==> config.mk <==
export PLATFORM = sky130hd
export DESIGN_NAME = oledfb_store
export DESIGN_NICKNAME = d
export VERILOG_FILES = /design/src/oledfb_pkg.sv /design/src/oledfb_store.sv
export SDC_FILE = /design/constraint.sdc
export NUM_CORES = 2
export LEC_CHECK = 0
export BUFFER_PORTS_ARGS = -buffer_cell sky130_fd_sc_hd__buf_2
export CORE_MARGIN = 3
export CORE_UTILIZATION = 59
export CTS_BUF_LIST = sky130_fd_sc_hd__clkbuf_8
export DETAILED_ROUTE_END_ITERATION = 8
export GPL_ROUTABILITY_DRIVEN = 0
export PLACE_DENSITY = 0.78
export SETUP_SLACK_MARGIN = 0.2
export SYNTH_ARGS = -nofsm -noshare
export SYNTH_HDL_FRONTEND = slang
export SYNTH_SLANG_ARGS = --single-unit
==> constraint.sdc <==
create_clock -name clk -period 2.3 [get_ports clk]
set_input_delay 0.115 -clock clk [delete_from_list [all_inputs] [get_ports clk]]
set_output_delay 0.115 -clock clk [all_outputs]
set_load 0.1 [all_outputs]
==> src/oledfb_pkg.sv <==
// Shared types and constants for the OLED page-mode framebuffer.
// Used by the pixel store, the refresh sequencer and the top level.
`default_nettype none

package oledfb_pkg;

  localparam int SCREEN_WIDTH  = 128;
  localparam int SCREEN_HEIGHT = 32;

  localparam int PAGE_COUNT  = SCREEN_HEIGHT / 8;
  localparam int STORE_PAGES = (SCREEN_HEIGHT + 7) / 8;
  localparam int STORE_SIZE  = SCREEN_WIDTH * STORE_PAGES;
  localparam int ADDR_W      = $clog2(STORE_SIZE);
  localparam int COL_W       = $clog2(SCREEN_WIDTH);
  localparam int PAGE_W      = (PAGE_COUNT > 1) ? $clog2(PAGE_COUNT) : 1;

  localparam logic [7:0] CMD_PAGE_ADDR = 8'h22;
  localparam logic [7:0] CMD_COL_LOW   = 8'h00;
  localparam logic [7:0] CMD_COL_HIGH  = 8'h10;

  typedef logic [ADDR_W-1:0] addr_t;

  typedef enum logic [1:0] {
    OP_CLEAR     = 2'd0,
    OP_SET_PIXEL = 2'd1,
    OP_REFRESH   = 2'd2
  } op_t;

  // Command slots that open every page of the refresh stream.
  typedef enum logic [1:0] {
    HDR_PAGE_CMD = 2'd0,
    HDR_PAGE_NUM = 2'd1,
    HDR_COL_LOW  = 2'd2,
    HDR_COL_HIGH = 2'd3
  } hdr_slot_t;

  // What the sequencer says about the next byte of the refresh stream.
  typedef struct packed {
    logic       is_data;
    logic       frame_end;
    logic [7:0] cmd_byte;
    addr_t      addr;
  } refresh_slot_t;

endpackage

`default_nettype wire

==> src/oledfb_store.sv <==
// Pixel store: one synchronous memory of packed pixel columns with a
// registered read port and write-to-read forwarding. Uses oledfb_pkg.
`default_nettype none

module oledfb_store
  import oledfb_pkg::*;
(
  input  wire logic       clk,
  input  wire logic       rst,
  input  wire logic       rd_en,
  input  wire addr_t      rd_addr,
  output logic      [7:0] rd_data,
  input  wire logic       wr_en,
  input  wire addr_t      wr_addr,
  input  wire logic [7:0] wr_data
);

  logic [7:0] mem [STORE_SIZE];
  logic [7:0] mem_q;
  addr_t      rd_addr_q;
  addr_t      last_addr;
  logic [7:0] last_data;
  logic       last_valid;

  always_ff @(posedge clk) begin
    if (wr_en) begin
      mem[wr_addr] <= wr_data;
    end
    if (rd_en) begin
      mem_q     <= mem[rd_addr];
      rd_addr_q <= rd_addr;
    end
    if (wr_en) begin
      last_addr <= wr_addr;
      last_data <= wr_data;
    end
  end

  always_ff @(posedge clk) begin
    if (rst) begin
      last_valid <= 1'b0;
    end else if (wr_en) begin
      last_valid <= 1'b1;
    end
  end

  // The most recent write always matches memory contents at its address,
  // so taking it covers a write that lands on the same edge as the read.
  assign rd_data = (last_valid && last_addr == rd_addr_q) ? last_data : mem_q;

endmodule

`default_nettype wire

# After elaboration in Yosys (flattened, before gate mapping)
# Memories as Yosys holds them, arrays and structs flattened. A register that Yosys moved wholly into a read port is not among the register bits.
# Cells that the tools add are included.
totals:
  out_inout_bits: 8
  mem_count: 1
  elab_cells: 10
  reg_bits: 27
  mem_bits_rw: 4096
op_classes:
  eq_ne: 1
  muxes: 3
  reduce_logical: 1
memory_table:
  columns: ["memory", "depth", "width", "read_ports", "rd_clocked_by_memory_dff", "wr", "line_no", "rtl"]
  rows:
  - ["mem", 512, 8, 1, 1, 1, "oledfb_store.sv:18", "logic [7:0] mem [STORE_SIZE];"]
ops:
  columns: ["operator", "count"]
  rows:
  - ["$eq 9x9->1", 1]
  - ["$mux 8", 1]
  - ["$mux 1", 2]
  - ["$logic_and 1x1->1", 1]

# Logic depth before layout (Yosys ltp)
logic_depth:
  ltp_word: 3
  mapped_depth: 13
  depth_no_buf: 7

# Worst setup path before layout
# OpenSTA, ideal clock, no wires.
synth_path:
  kind: "input to register"
  from: "in rd_addr[0]"
  to: "reg mem_q[0], read port of mem, data pin"
  path_slack_ns: 0.121
  setup_ns: 0.257
  stages: 9
  n_path_buf: 4
  arrival_ns: 1.922
  required_ns: 2.043
  path_cell_list: "buf_6 > buf_12 > buf_8 > buf_2 > mux4_2 > o221ai_1 > a21oi_1 > o221a_2 > o2111a_1"
synth_rtl:
  columns: ["element", "line_no", "rtl"]
  rows:
  - ["start, declared", "oledfb_store.sv:11", "input wire addr_t rd_addr,"]
  - ["end, declared", "oledfb_store.sv:19", "logic [7:0] mem_q;"]

# Worst setup path in the final report
layout_path:
  from: "reg rd_addr_q[7]"
  to: "out rd_data[0]"
layout_via:
  elab_chain_len: 3
layout_lines:
  columns: ["element", "line_no", "rtl"]
  rows:
  - ["start, declared", "oledfb_store.sv:20", "addr_t rd_addr_q;"]
  - ["start signal, assigned", "oledfb_store.sv:31", "rd_addr_q <= rd_addr;"]
  - ["$eq 9x9->1", "oledfb_store.sv:49", "assign rd_data = (last_valid && last_addr == rd_addr_q) ? last_data : mem_q;"]
  - ["$logic_and 1x1->1", "oledfb_store.sv:49", null]
  - ["$mux 8", "oledfb_store.sv:49", null]
  - ["end, declared", "oledfb_store.sv:12", "output logic [7:0] rd_data,"]
# No other way between the ends.

==> impl_metrics.ini <==
[placement]
dp_hpwl_um = 272900
place_ws_ns = -1.588
io_buffer_count = 37
place_inst = 12690

[floorplan]
ios = 38
start_util_pct = 59.43
dieWidth_um = 528.9
die_h_um = 528.9
core_um2 = 271500
die_area_um2 = 279800
rows = 191

[sta]
final.setup.tns_ns = -5.879
finClkSkew_ns = 0.05646
period_minus_slack_ns = 2.869
maxSlewViolCount = 0
setup_ws_ns = -0.5690
fin_crit_sh_pct = 124.7
relSlewSlack_pct = 26.91
rsz0062_at_grt = yes
hold_viol = 0
setup_violations = 16
fmax_mhz = 348.5
worst_pin_slew_ns = 1.092

[critical_path]
crit_required_ns = 2.18
path_buf_inv = 2
rrSetupSlack_ns = -0.37
r2r_start = mem[259][5]
path_cells = xnor2_1, nand4_1, nor3_4, buf_6, mux2_4, buf_12
timing.rr.end = mem_q[5]
crit_type = register to output port
worst_path_max_delay_cell = edfxtp_1
crit_arrival_ns = 2.75
critPathCaptureType = output port
critical-path-top-delay-family = simple AND/OR/NAND/NOR gates
reg2reg_depth = 9
start_kind = register
crit_path_max_fanout = 7
max_stage_delay_ns = 0.38

[detailed_routing]
drt_iter0_drc = 13400
dr.pass1.iters = 8
wl_um = 424800
drc = 0
route.vias.total = 90430
wl_per_cell_um = 30.69
antenna_left = 0
vias_per_cell = 6.533

[cells_and_area]
drive_gt1_share_pct = 30.67
area_growth_pct = 17.42
finalCoreUtilization_pct = 69.78
fillCellCount = 15440
multiInputGateArea_um2 = 35300
stdcell_count = 13840
regArea_um2 = 124000
nets = 9827

[power]
power.density_nw_per_um2 = 777.6
power.leakage_nw = 64.19
ir_worst_vdd_mv = 0.8485
fin_total_pwr_mw = 147.3

[clocking]
h-tree-depth = 6
cts_tree = yes
cts.clk_slew.worst_paths_ns = 0.06
clk-insertion-delay-late_ns = 1.08
tritoncts_num_sinks = 4131
cts_buffers = 634
cts.path.max_buffers = 4
root_buffer = clkbuf_8

[synth]
synth.mux.area_fraction_pct = 14.13
synth_area_um2 = 161300
yosysWarnings = 0
synth_top_area_share_pct = 76.87
yosysTopAreaCell = edfxtp_1
ys_seq_elements = 4131
synth_simple_gate_area_share_pct = 2.695
synth_compound_gate_area_share_pct = 4.304
synth-xor-area-share_pct = 0.04886
synth.distinct_cells = 58
synthTopCellsByArea = edfxtp_1 77%, mux4_2 9.1%, mux2i_1 4.9%
synth_fa_ha_area_share_pct = 0
synth-edff-count = 4130
synth_top_family_by_area = multiplexers
synthesis.nets = 8121
ys_seq_area_share_pct = 76.88
yosys-top-cells-count = 4130 x edfxtp_1, 796 x mux2i_1, 649 x mux4_2
synth.most_common_cell = edfxtp_1
synth_flop_cell = edfxtp_1
avgSynthCellArea_um2 = 19.94
postSynth.asyncResetShare_pct = 0
syn_inst = 8091

[min_path]
hold_path_class = input pin to register
hp-start = wr_data[3]
min_to = mem[134][3]
whs_path_depth = 2

[grt]
grt_use_met2_pct = 47.11
grt_usage_pct = 30.21
grt_overflow_total = 0
busiest_layer = met2
grt_pass1_wl_um = 617000
grt_pass1_vias = 91930
met1_usage_pct = 40.20
grt_util_met3_pct = 7.296
antenna_found_initial = 16
grt_max_degree = 113

[run_status]
violations = setup timing
status = finished with violations

[job]
cap_violations = 0
-- worst reg2reg max path, delay by kind of cell (launching register included) --
kind / cells / cell delay (ns)
compound gates: 4 / 1.29
simple gates: 2 / 0.45
mux: 1 / 0.12
flops: 1 / 0.34
buf+inv: 2 / 0.34
-- cell usage in the layout (no fill, tap or decap), types with 108 or more instances in the layout --
| master | n |
|---|---|
| clkinv_1 | 158 |
| inv_1 | 190 |
| nor2_1 | 601 |
| nor3_1 | 115 |
| mux4_2 | 651 |
| o22ai_1 | 155 |
| a21oi_1 | 170 |
| nand2_1 | 108 |
| buf_12 | 183 |
| clkbuf_8 | 639 |
| o221ai_1 | 325 |
| mux2i_1 | 790 |
| buf_4 | 1336 |
| edfxtp_1 | 4130 |
-- where the power goes --
group / total, mW / switching (mW) / internal [mW]
logic: 9.15 / 5.68 / 3.47
registers: 83.1 / 0.0831 / 83.0
clock network: 55.1 / 28.0 / 27.1
total: 147 / 33.7 / 114
-- registers in the layout (all words and copies together) (netlist names) --
| name | flops |
|---|---|
| mem | 4096 |
| last_data | 8 |
| mem_q | 8 |
| rd_addr_q | 9 |
| last_valid | 1 |
| last_addr | 9 |
-- through the flow --
step                hold WS [ns]  area [µm²]
detailed placement        0.2799      176800
global placement          0.2818      176800
CTS                     0.002086      189100
global route             0.03782      189400
finish                   0.06888      189400
floorplan                 0.1874      161600
-- routing by layer --
metal,wire (µm),vias to the layer above
li1,-,37170
met5,85,-
met2,202800,6434
met3,51710,1229
met1,145800,45590
met4,24430,12
-- kinds of logic after synthesis --
kind of cell / after synthesis
flip-flops: 4131
AND/OR/NAND/NOR: 1010
AO/OA/AOI/OAI: 962
multiplexers: 1458
buffers and inverters: 521
XOR/XNOR: 9
-- worst max path at each step --
stage | from | to | slack [ns] | depth (start not counted)
floorplan | rd_addr[0] | mem_q[0] | 0.20 | 8
global placement | rd_addr[2] | mem_q[7] | -1.57 | 11
detailed placement | rd_addr[0] | mem_q[7] | -1.59 | 13
CTS | rd_addr_q[4] | rd_data[0] | -0.62 | 6
global route | rd_addr_q[5] | rd_data[0] | -0.70 | 6
finish | rd_addr_q[7] | rd_data[0] | -0.57 | 6
-- area by class of cell --
cell class                 count  area share (%)
tap                         3570           2.358
sequential                  4131           65.47
antenna                       11         0.01453
clock buffer                 639           4.642
timing repair buffer        1588           7.577
clock inverter               460           1.291
multi-input combinational   3439           18.63
inverter                       3         0.01123
-- repair_timing --
action,in CTS,in global routing
endpoints found under the hold margin,4305,0
buffers inserted,2,2
resized for setup,113,65
hold buffers,39,0
pin swaps,45,40
setup endpoints to repair,16,16
Note: power is estimated with default switching activity, not from simulation.
