### src/oledfb_pkg.sv
// Shared types and constants for the OLED page-mode framebuffer.
// Used by the pixel store, the refresh sequencer and the top level.
`default_nettype none

package oledfb_pkg;

  localparam int SCREEN_WIDTH  = 128;
  localparam int SCREEN_HEIGHT = 32;

  localparam int PAGE_COUNT  = SCREEN_HEIGHT / 8;
  localparam int STORE_PAGES = (SCREEN_HEIGHT + 7) / 8;
  localparam int STORE_SIZE  = SCREEN_WIDTH * STORE_PAGES;
  localparam int ADDR_W      = $clog2(STORE_SIZE);
  localparam int COL_W       = $clog2(SCREEN_WIDTH);
  localparam int PAGE_W      = (PAGE_COUNT > 1) ? $clog2(PAGE_COUNT) : 1;

  localparam logic [7:0] CMD_PAGE_ADDR = 8'h22;
  localparam logic [7:0] CMD_COL_LOW   = 8'h00;
  localparam logic [7:0] CMD_COL_HIGH  = 8'h10;

  typedef logic [ADDR_W-1:0] addr_t;

  typedef enum logic [1:0] {
    OP_CLEAR     = 2'd0,
    OP_SET_PIXEL = 2'd1,
    OP_REFRESH   = 2'd2
  } op_t;

  // Command slots that open every page of the refresh stream.
  typedef enum logic [1:0] {
    HDR_PAGE_CMD = 2'd0,
    HDR_PAGE_NUM = 2'd1,
    HDR_COL_LOW  = 2'd2,
    HDR_COL_HIGH = 2'd3
  } hdr_slot_t;

  // What the sequencer says about the next byte of the refresh stream.
  typedef struct packed {
    logic       is_data;
    logic       frame_end;
    logic [7:0] cmd_byte;
    addr_t      addr;
  } refresh_slot_t;

endpackage

`default_nettype wire

### src/oledfb_refresh_seq.sv
// Refresh stream sequencer: tracks page, header slot and column, and
// describes the next stream byte. Uses oledfb_pkg.
`default_nettype none

module oledfb_refresh_seq
  import oledfb_pkg::*;
(
  input  wire logic    clk,
  input  wire logic    rst,
  input  wire logic    step,
  output refresh_slot_t slot
);

  logic [PAGE_W-1:0] page, page_next;
  logic [COL_W-1:0]  col, col_next;
  hdr_slot_t         hdr, hdr_next;
  logic              in_data, in_data_next;
  logic              last_col, last_page;

  assign last_col  = (col == COL_W'(SCREEN_WIDTH - 1));
  assign last_page = (page == PAGE_W'(PAGE_COUNT - 1));

  always_comb begin
    slot.is_data   = in_data;
    slot.frame_end = in_data && last_col && last_page;
    slot.addr      = addr_t'(addr_t'(page) * addr_t'(SCREEN_WIDTH) + addr_t'(col));
    case (hdr)
      HDR_PAGE_CMD: slot.cmd_byte = CMD_PAGE_ADDR;
      HDR_PAGE_NUM: slot.cmd_byte = 8'(page);
      HDR_COL_LOW:  slot.cmd_byte = CMD_COL_LOW;
      HDR_COL_HIGH: slot.cmd_byte = CMD_COL_HIGH;
      default:      slot.cmd_byte = CMD_COL_LOW;
    endcase
  end

  always_comb begin
    page_next    = page;
    col_next     = col;
    hdr_next     = hdr;
    in_data_next = in_data;
    if (!in_data) begin
      if (hdr == HDR_COL_HIGH) begin
        in_data_next = 1'b1;
        col_next     = '0;
      end else begin
        hdr_next = hdr_slot_t'(hdr + 2'd1);
      end
    end else if (last_col) begin
      in_data_next = 1'b0;
      hdr_next     = HDR_PAGE_CMD;
      page_next    = last_page ? '0 : PAGE_W'(page + 1'b1);
    end else begin
      col_next = COL_W'(col + 1'b1);
    end
  end

  always_ff @(posedge clk) begin
    if (rst) begin
      page    <= '0;
      col     <= '0;
      hdr     <= HDR_PAGE_CMD;
      in_data <= 1'b0;
    end else if (step) begin
      page    <= page_next;
      col     <= col_next;
      hdr     <= hdr_next;
      in_data <= in_data_next;
    end
  end

endmodule

`default_nettype wire

### config.mk
export PLATFORM = sky130hd
export DESIGN_NAME = oledfb_refresh_seq
export DESIGN_NICKNAME = d
export VERILOG_FILES = /design/src/oledfb_pkg.sv /design/src/oledfb_refresh_seq.sv
export SDC_FILE = /design/constraint.sdc
export NUM_CORES = 1
export LEC_CHECK = 0
export ABC_AREA = 0
export BUFFER_PORTS_ARGS = -buffer_cell sky130_fd_sc_hd__buf_2
export CAP_MARGIN = 5
export CORE_ASPECT_RATIO = 1.25
export CORE_MARGIN = 4
export CORE_UTILIZATION = 40
export CTS_CLUSTER_SIZE = 40
export DETAILED_ROUTE_END_ITERATION = 10
export RECOVER_POWER = 100
export SYNTH_ARGS = -nofsm -noshare
export SYNTH_HDL_FRONTEND = slang
export SYNTH_SLANG_ARGS = --single-unit
### constraint.sdc
create_clock -name clk -period 2.17 [get_ports clk]
set_input_delay 0.434 -clock clk [delete_from_list [all_inputs] [get_ports clk]]
set_output_delay 0.434 -clock clk [all_outputs]
set_load 0.03 [all_outputs]
---- Word level (Yosys, flattened, before mapping) ----
Index checks and enable logic that the tools add are counted.
operators by class
  add/subtract/negate cells ............... 4
  equal/unequal tests ..................... 8
  muxes and demuxes ....................... 11
  reduce and logical (&&, ||, !) cells .... 7
operators with widths
  operator                                        number
  case mux 8 bit (4 select lines)                 1
  two-way mux 7 bit                               3
  adder 9 x 7 -> 9 bit                            1
  AND reduction 3 bit                             3
  two-way mux 2 bit                               4
  adder 7 x 1 -> 7 bit (second input constant)    1
  == test 7 bit (second input constant)           1
  == test 2 bit (second input constant)           3
  adder 2 x 1 -> 2 bit (second input constant)    2
  != test 2 bit (second input constant)           2
  two-way mux 1 bit                               3
  == test 2 x 1 -> 1 bit (second input constant)  1
  logical AND 1 bit                               2
  zero test 2 bit                                 1
  != test 2 x 1 -> 1 bit (second input constant)  1
  nonzero test 2 bit                              1
storage, ports and cells
  flip-flop bits (word level) ............. 12

---- Depth between registers and ports, before layout ----
Gate-level depths: netlist of the first run.
  word-level depth ........................ 3
  gate-level depth with buffers ........... 5
  mapped depth without buffers ............ 4

---- Worst setup path before layout of the first run ----
Ideal clock, no wire load.
  path kind ............................... register -> output
  start ................................... register col[0]
  end ..................................... output port slot[17] (netlist name)
  arrival time ............................ 1559 ps
  path slack .............................. 177 ps
  cell stages (with the launch flop) ...... 5
  buffers on the path ..................... 1
  cell sequence ........................... dfxtp_1 ha_1 and4_2 buf_2 and3_1
RTL lines
  element                   line                      RTL
  start: declaration        oledfb_refresh_seq.sv:15  logic [COL_W-1:0] col, col_next;
  start signal: assignment  oledfb_refresh_seq.sv:65  col <= col_next;
  end: declaration          oledfb_refresh_seq.sv:11  output refresh_slot_t slot

==> impl_metrics.yaml, run 1 <==
floorplanning:
  core_sq_um: 1829
  rows: 17
  fp.dieW_microns: 47.83
  dieArea_sq_um: 2764
  io-pin-count: 22
  die_h_microns: 57.79
  start_util_pct: 43.37
detailed_routing:
  wire_per_inst_microns: 14.45
  via_count: 751
  via_per_inst: 5.777
  wl_microns: 1879
  drt_iter0_markers: 15
  drc: 0
  drt-pass1-iter-count: 3
  ant_nets: 0
worst_setup_path:
  reg2reg_depth: 4
  cp_max_fo: 6
  crit_path_end_kind: "output port"
  reg2reg_slack_ns: 0.48
  crit_path_start_kind: "register"
  required_ns: 1.74
  arrival_ns: 1.57
  r2r_start: "hdr[0]"
  r2r-end: "col[3]"
  path_class: "reg -> out"
placed_design:
  place_congestion: 0.7885
  place_area_sq_um: 872.1
  place_hpwl_microns: 1378
  io_buffers: 17
power:
  pwr-share-seq_pct: 53.5
  total_power_w: 0.0004280
  combPwrFrac_pct: 14.2
  pwr-share-clk_pct: 32.4
  power.internal_w: 0.0003028
  power_density_nw_per_um2: 496.4
  p_sw_w: 0.0001252
  p_leak_nw: 0.3181
  ir_drop_uv: 266.7
  switching_share_pct: 29.25
grt:
  grt_overflow: 0
  grt_pass1_wl_microns: 3056
  grt_pass1_vias: 680
  grt_max_degree: 16
  grt_antenna_before_repair: 0
  grtUsageTotal_pct: 14.94
timing:
  hold_viol_final: 0
  slew_viol_final: 0
  timing.fmax_mhz: 498.0
  min_period_ns: 2.008
  worst_clock_skew_ns: 0.005600
  fin_tns_setup_ns: 0
  rsz0062_at_grt: "no"
  holdWs_ns: 0.4908
  finalSetupViolCount: 0
  fin_crit_sh_pct: 92.53
clocking:
  cts_tree: "yes"
  clk_pin_slew_ns: 0.08
  clockBufferDepth: 2
  tritoncts_num_sinks: 12
  ctsRootBufferMaster: "clkbuf_4"
  clock_latency_ns: 0.27
  htreeDepth: 1
  cts_made_buffers: 3
run:
  drv_cap: 0
run_status:
  status: "finished, final reports clean"
logic_synthesis:
  synth_top_area_share_pct: 30.28
  yosysSeqAreaShare_pct: 30.28
  yosys.area.top_type: "dfxtp_1"
  synth.top_cells.by_count: "dfxtp_1, inv_1, nand2_1, a31oi_1"
  ys_ff_latch: 12
  async_reset_ff_share_pct: 0
  synthCells: 94
  avgSynthCellArea_sq_um: 8.439
  ys_warn_count: 0
  ys_top_cells_by_area: "dfxtp_1, ha_1, a31oi_1"
  synth_edf_count: 0
  synth_area_sq_um: 793.3
  synth_cell_type_count: 36
  synth.most_common_cell: "dfxtp_1"
  synth_ff_type: "dfxtp_1"
finish:
  layout.nets: 121
  fillers: 196
  drive_above_1_share_pct: 12.61
  area_delta_synth_final_pct: 8.675
  final_area_sq_um: 862.1
  diodes: 0
worst_hold_path:
  hold-path-endpoint: "hdr[0]"
  min_from: "rst"
  hp-class: "in -> reg"
  whs_path_depth: 2
power by group through the flow:
stage	Clock, W	Sequential, W	Combinational (W)
2_1_floorplan	0	0.000233	0.0000560
3_3_place_gp	0	0.000234	0.0000624
3_5_place_dp	0	0.000234	0.0000623
4_1_cts	0.000141	0.000229	0.0000624
5_1_grt	0.000152	0.000229	0.0000662
6_report	0.000139	0.000229	0.0000606
how the worst max path moves through the flow:
stage	start	to	slack, ns	depth (start not counted)
floorplan	col[0]	slot[17]	0.18	4
global placement	col[0]	slot[17]	0.41	4
detailed placement	col[0]	slot[17]	0.37	4
CTS	col[0]	slot[17]	0.08	4
global route	col[0]	slot[17]	0.05	4
finish	col[0]	slot[17]	0.16	4
repair_timing:
| action | 4_1_cts | 5_1_grt |
|---|---|---|
| setup buffers | 0 | 0 |
| setup endpoints to repair | 0 | 1 |
| gates resized for setup | 0 | 1 |
| hold buffers | 0 | 0 |
per-layer routing:
layer,track usage (%),vias to the layer above,wire [microns]
li1,-,379,-
met3,2.795,4,84
met4,6.923,0,27
met5,0,-,0
met2,23.25,18,917
met1,19.18,350,850
state kept, by name, summed over array words and instances, names as in the netlist:
name,cells
hdr,2
page,2
col,7
in_data,1
cell families after synthesis:
kind of cell	count (synthesis)	share of synthesized area [%]
buf+inv	17	11.83
flops	12	30.28
other cells	1	0.4727
simple gates	32	24.61
mux	1	1.262
compound gates	26	23.66
fa+ha+maj	5	7.886
worst max-delay path, stage by stage, from the launching register on:
cell     delay, ns
dfxtp_1       0.41
ha_2          0.24
and4_2        0.30
and3_1        0.16
buf_2         0.19
cells in the final DEF (no fill, tap or decap):
master,n
a211o_1,1
a21o_1,1
a21oi_1,3
a311oi_1,2
a31oi_1,6
a32oi_1,1
and2_1,1
and3_1,2
and3_2,1
and4_2,1
and4b_2,1
buf_2,4
buf_4,3
clkbuf_1,13
clkbuf_4,3
conb_1,4
dfxtp_1,12
ha_1,4
ha_2,1
inv_1,8
mux2i_1,1
nand2_1,8
nand3_1,4
nand4_1,5
nor2_1,5
nor2b_1,1
nor4b_1,1
nor4bb_1,1
o2111ai_1,2
o211ai_1,1
o21a_1,1
o21ai_0,3
o311ai_0,1
o31ai_1,2
o32ai_1,2
or4_1,1
area by class of cell:
cell class	count	area (sq um)	area share (%)
Multi-Input combinational cell	68	454.2	52.69
Sequential cell	12	240.2	27.87
Tap cell	19	23.77	2.758
Inverter	8	30.03	3.483
Timing Repair Buffer	20	91.34	10.60
Clock buffer	3	22.52	2.612
per-stage QoR:
step | instances | utilization (%) | setup WS, ns
after floorplan | 97 | - | 0.1766
after global placement | 127 | 47.67 | 0.4053
after detailed placement | 127 | 47.67 | 0.3657
after CTS | 130 | 48.91 | 0.07723
after global routing | 130 | 47.13 | 0.04671
final | 130 | 47.13 | 0.1621
No activity file was read; power rests on OpenSTA's default activity.
==> run 2, diff against run 1 <==
Settings changed: PLACE_DENSITY set to 0.66.
Clock period 2.17 ns to 1.7 ns, I/O delays scaled along.
==> run 2 against run 1 <==
Via count rose by 10%; die area unchanged; routed wire length rose by 7.1%; worst setup slack worse by 0.11 ns; critical path depth decreased by 1; global-route usage grew 1.1 points; largest cell class unchanged.
==> impl_metrics.yaml, run 2 (synthesis results as in run 1) <==
placed_design:
  place_congestion: 0.7973
  pre_cts_slack_ns: 0.1268
  place_area_sq_um: 913.4
  io_buffers: 17
  place_hpwl_microns: 1485
worst_setup_path:
  crit_path_end_kind: "output port"
  path_class: "reg -> out"
  cp_max_fo: 10
  required_ns: 1.36
  crit_path_cell_trace: "and3_1 -> and3_2 -> buf_6"
  crit_path_start_kind: "register"
  cp_num_buf_inv: 1
  arrival_ns: 1.31
  critPathSlowestCell: "dfxtp_1"
  crit_family: "flip-flops"
  reg2reg_slack_ns: 0.06
  crit_path_max_incr_delay_ns: 0.49
detailed_routing:
  drt_iter0_markers: 48
  ant_nets: 0
  drc: 0
  via_count: 826
  wire_per_inst_microns: 14.69
  wl_microns: 2013
  drt-pass1-iter-count: 4
  via_per_inst: 6.029
timing:
  rsz0062_at_grt: "no"
  fin_tns_setup_ns: 0
  fin_crit_sh_pct: 96.96
  hold_viol_final: 0
  slew_viol_final: 0
  min_period_ns: 1.648
  fin_ws_ns: 0.05170
  worst_clock_skew_ns: 0.005479
  relSlewSlack_pct: 65.36
  finalSetupViolCount: 0
  worst_pin_slew_ns: 0.5196
  timing.fmax_mhz: 606.7
power:
  power_density_nw_per_um2: 582.7
  p_leak_nw: 0.3805
  total_power_w: 0.0005556
  ir_drop_uv: 327.8
run_status:
  status: "finished, final reports clean"
grt:
  grt_antenna_before_repair: 0
  grt_max_degree: 13
  grtUsageTotal_pct: 16.07
  grt_pass1_vias: 757
  grt_overflow: 0
  grt_pass1_wl_microns: 3312
floorplanning:
  fp.dieW_microns: 47.83
  rows: 17
  start_util_pct: 43.37
  core_sq_um: 1829
  dieArea_sq_um: 2764
  io-pin-count: 22
  die_h_microns: 57.79
finish:
  diodes: 0
  area_delta_synth_final_pct: 20.19
  layout.nets: 128
  utilization_pct: 52.12
  final_area_sq_um: 953.4
  reg_top3: "col: 7 flops, hdr: 2 flops, page: 2 flops"
  largest_register_ffs: 7
  final_common_cell: "clkbuf_1"
  layout_common_cells: "clkbuf_1, inv_1, nand2_1, dfxtp_1, buf_4"
  top_register: "col"
  drive_above_1_share_pct: 24.58
clocking:
  cts_hold_buf: 0
  tritoncts_num_sinks: 12
  ctsRootBufferMaster: "clkbuf_4"
  clockBufferDepth: 2
  cts_tree: "yes"
  clk_pin_slew_ns: 0.08
  htreeDepth: 1
  clock_latency_ns: 0.28
  cts_made_buffers: 3
worst_hold_path:
  hp-class: "in -> reg"
run:
  drv_cap: 0
[run 2: timing repair]
item,4_1_cts,5_1_grt
endpoints found under the setup margin,1,3
setup buffers,2,0
endpoints found under the hold margin,0,0
gates resized for setup,5,3
pin swaps,1,0
[run 2: final timing paths]
check / cells past startpoint / start / end
worst max register to register: 5 / col[1] / col[0]
worst max-delay path: 3 / in_data / slot[17]
worst min-delay path: 2 / rst / col[3]
worst min register to register: 2 / page[1] / page[1]
[run 2: through the flow]
step | hold WS (ns) | std cells
2_1_floorplan | 0.4802 | 97
5_1_grt | 0.4041 | 137
3_5_place_dp | 0.5028 | 132
3_3_place_gp | 0.4969 | 132
6_report | 0.3964 | 137
4_1_cts | 0.3948 | 137
[run 2: final cells by class]
cell class | instances | area, sq um
multi-input cells | 68 | 481.7
well taps | 19 | 23.77
clock buffers | 3 | 22.52
repair buffers | 27 | 147.6
fillers | 187 | 875.8
flip-flops and latches | 12 | 247.7
inverters | 8 | 30.03
[run 2: power breakdown]
| part | total (W) | internal [W] | switching, W |
|---|---|---|---|
| Combinational | 0.0000829 | 0.0000232 | 0.0000597 |
| Sequential | 0.000291 | 0.000284 | 0.00000664 |
| Clock | 0.000182 | 0.0000822 | 0.0000993 |
[run 2: metal layers]
layer,routed length [microns],track usage [%],vias to the layer above
met2,937,22.31,42
met4,46,7.692,0
met3,170,5.280,6
met1,857,21.79,384
met5,0,0,-
li1,-,-,394
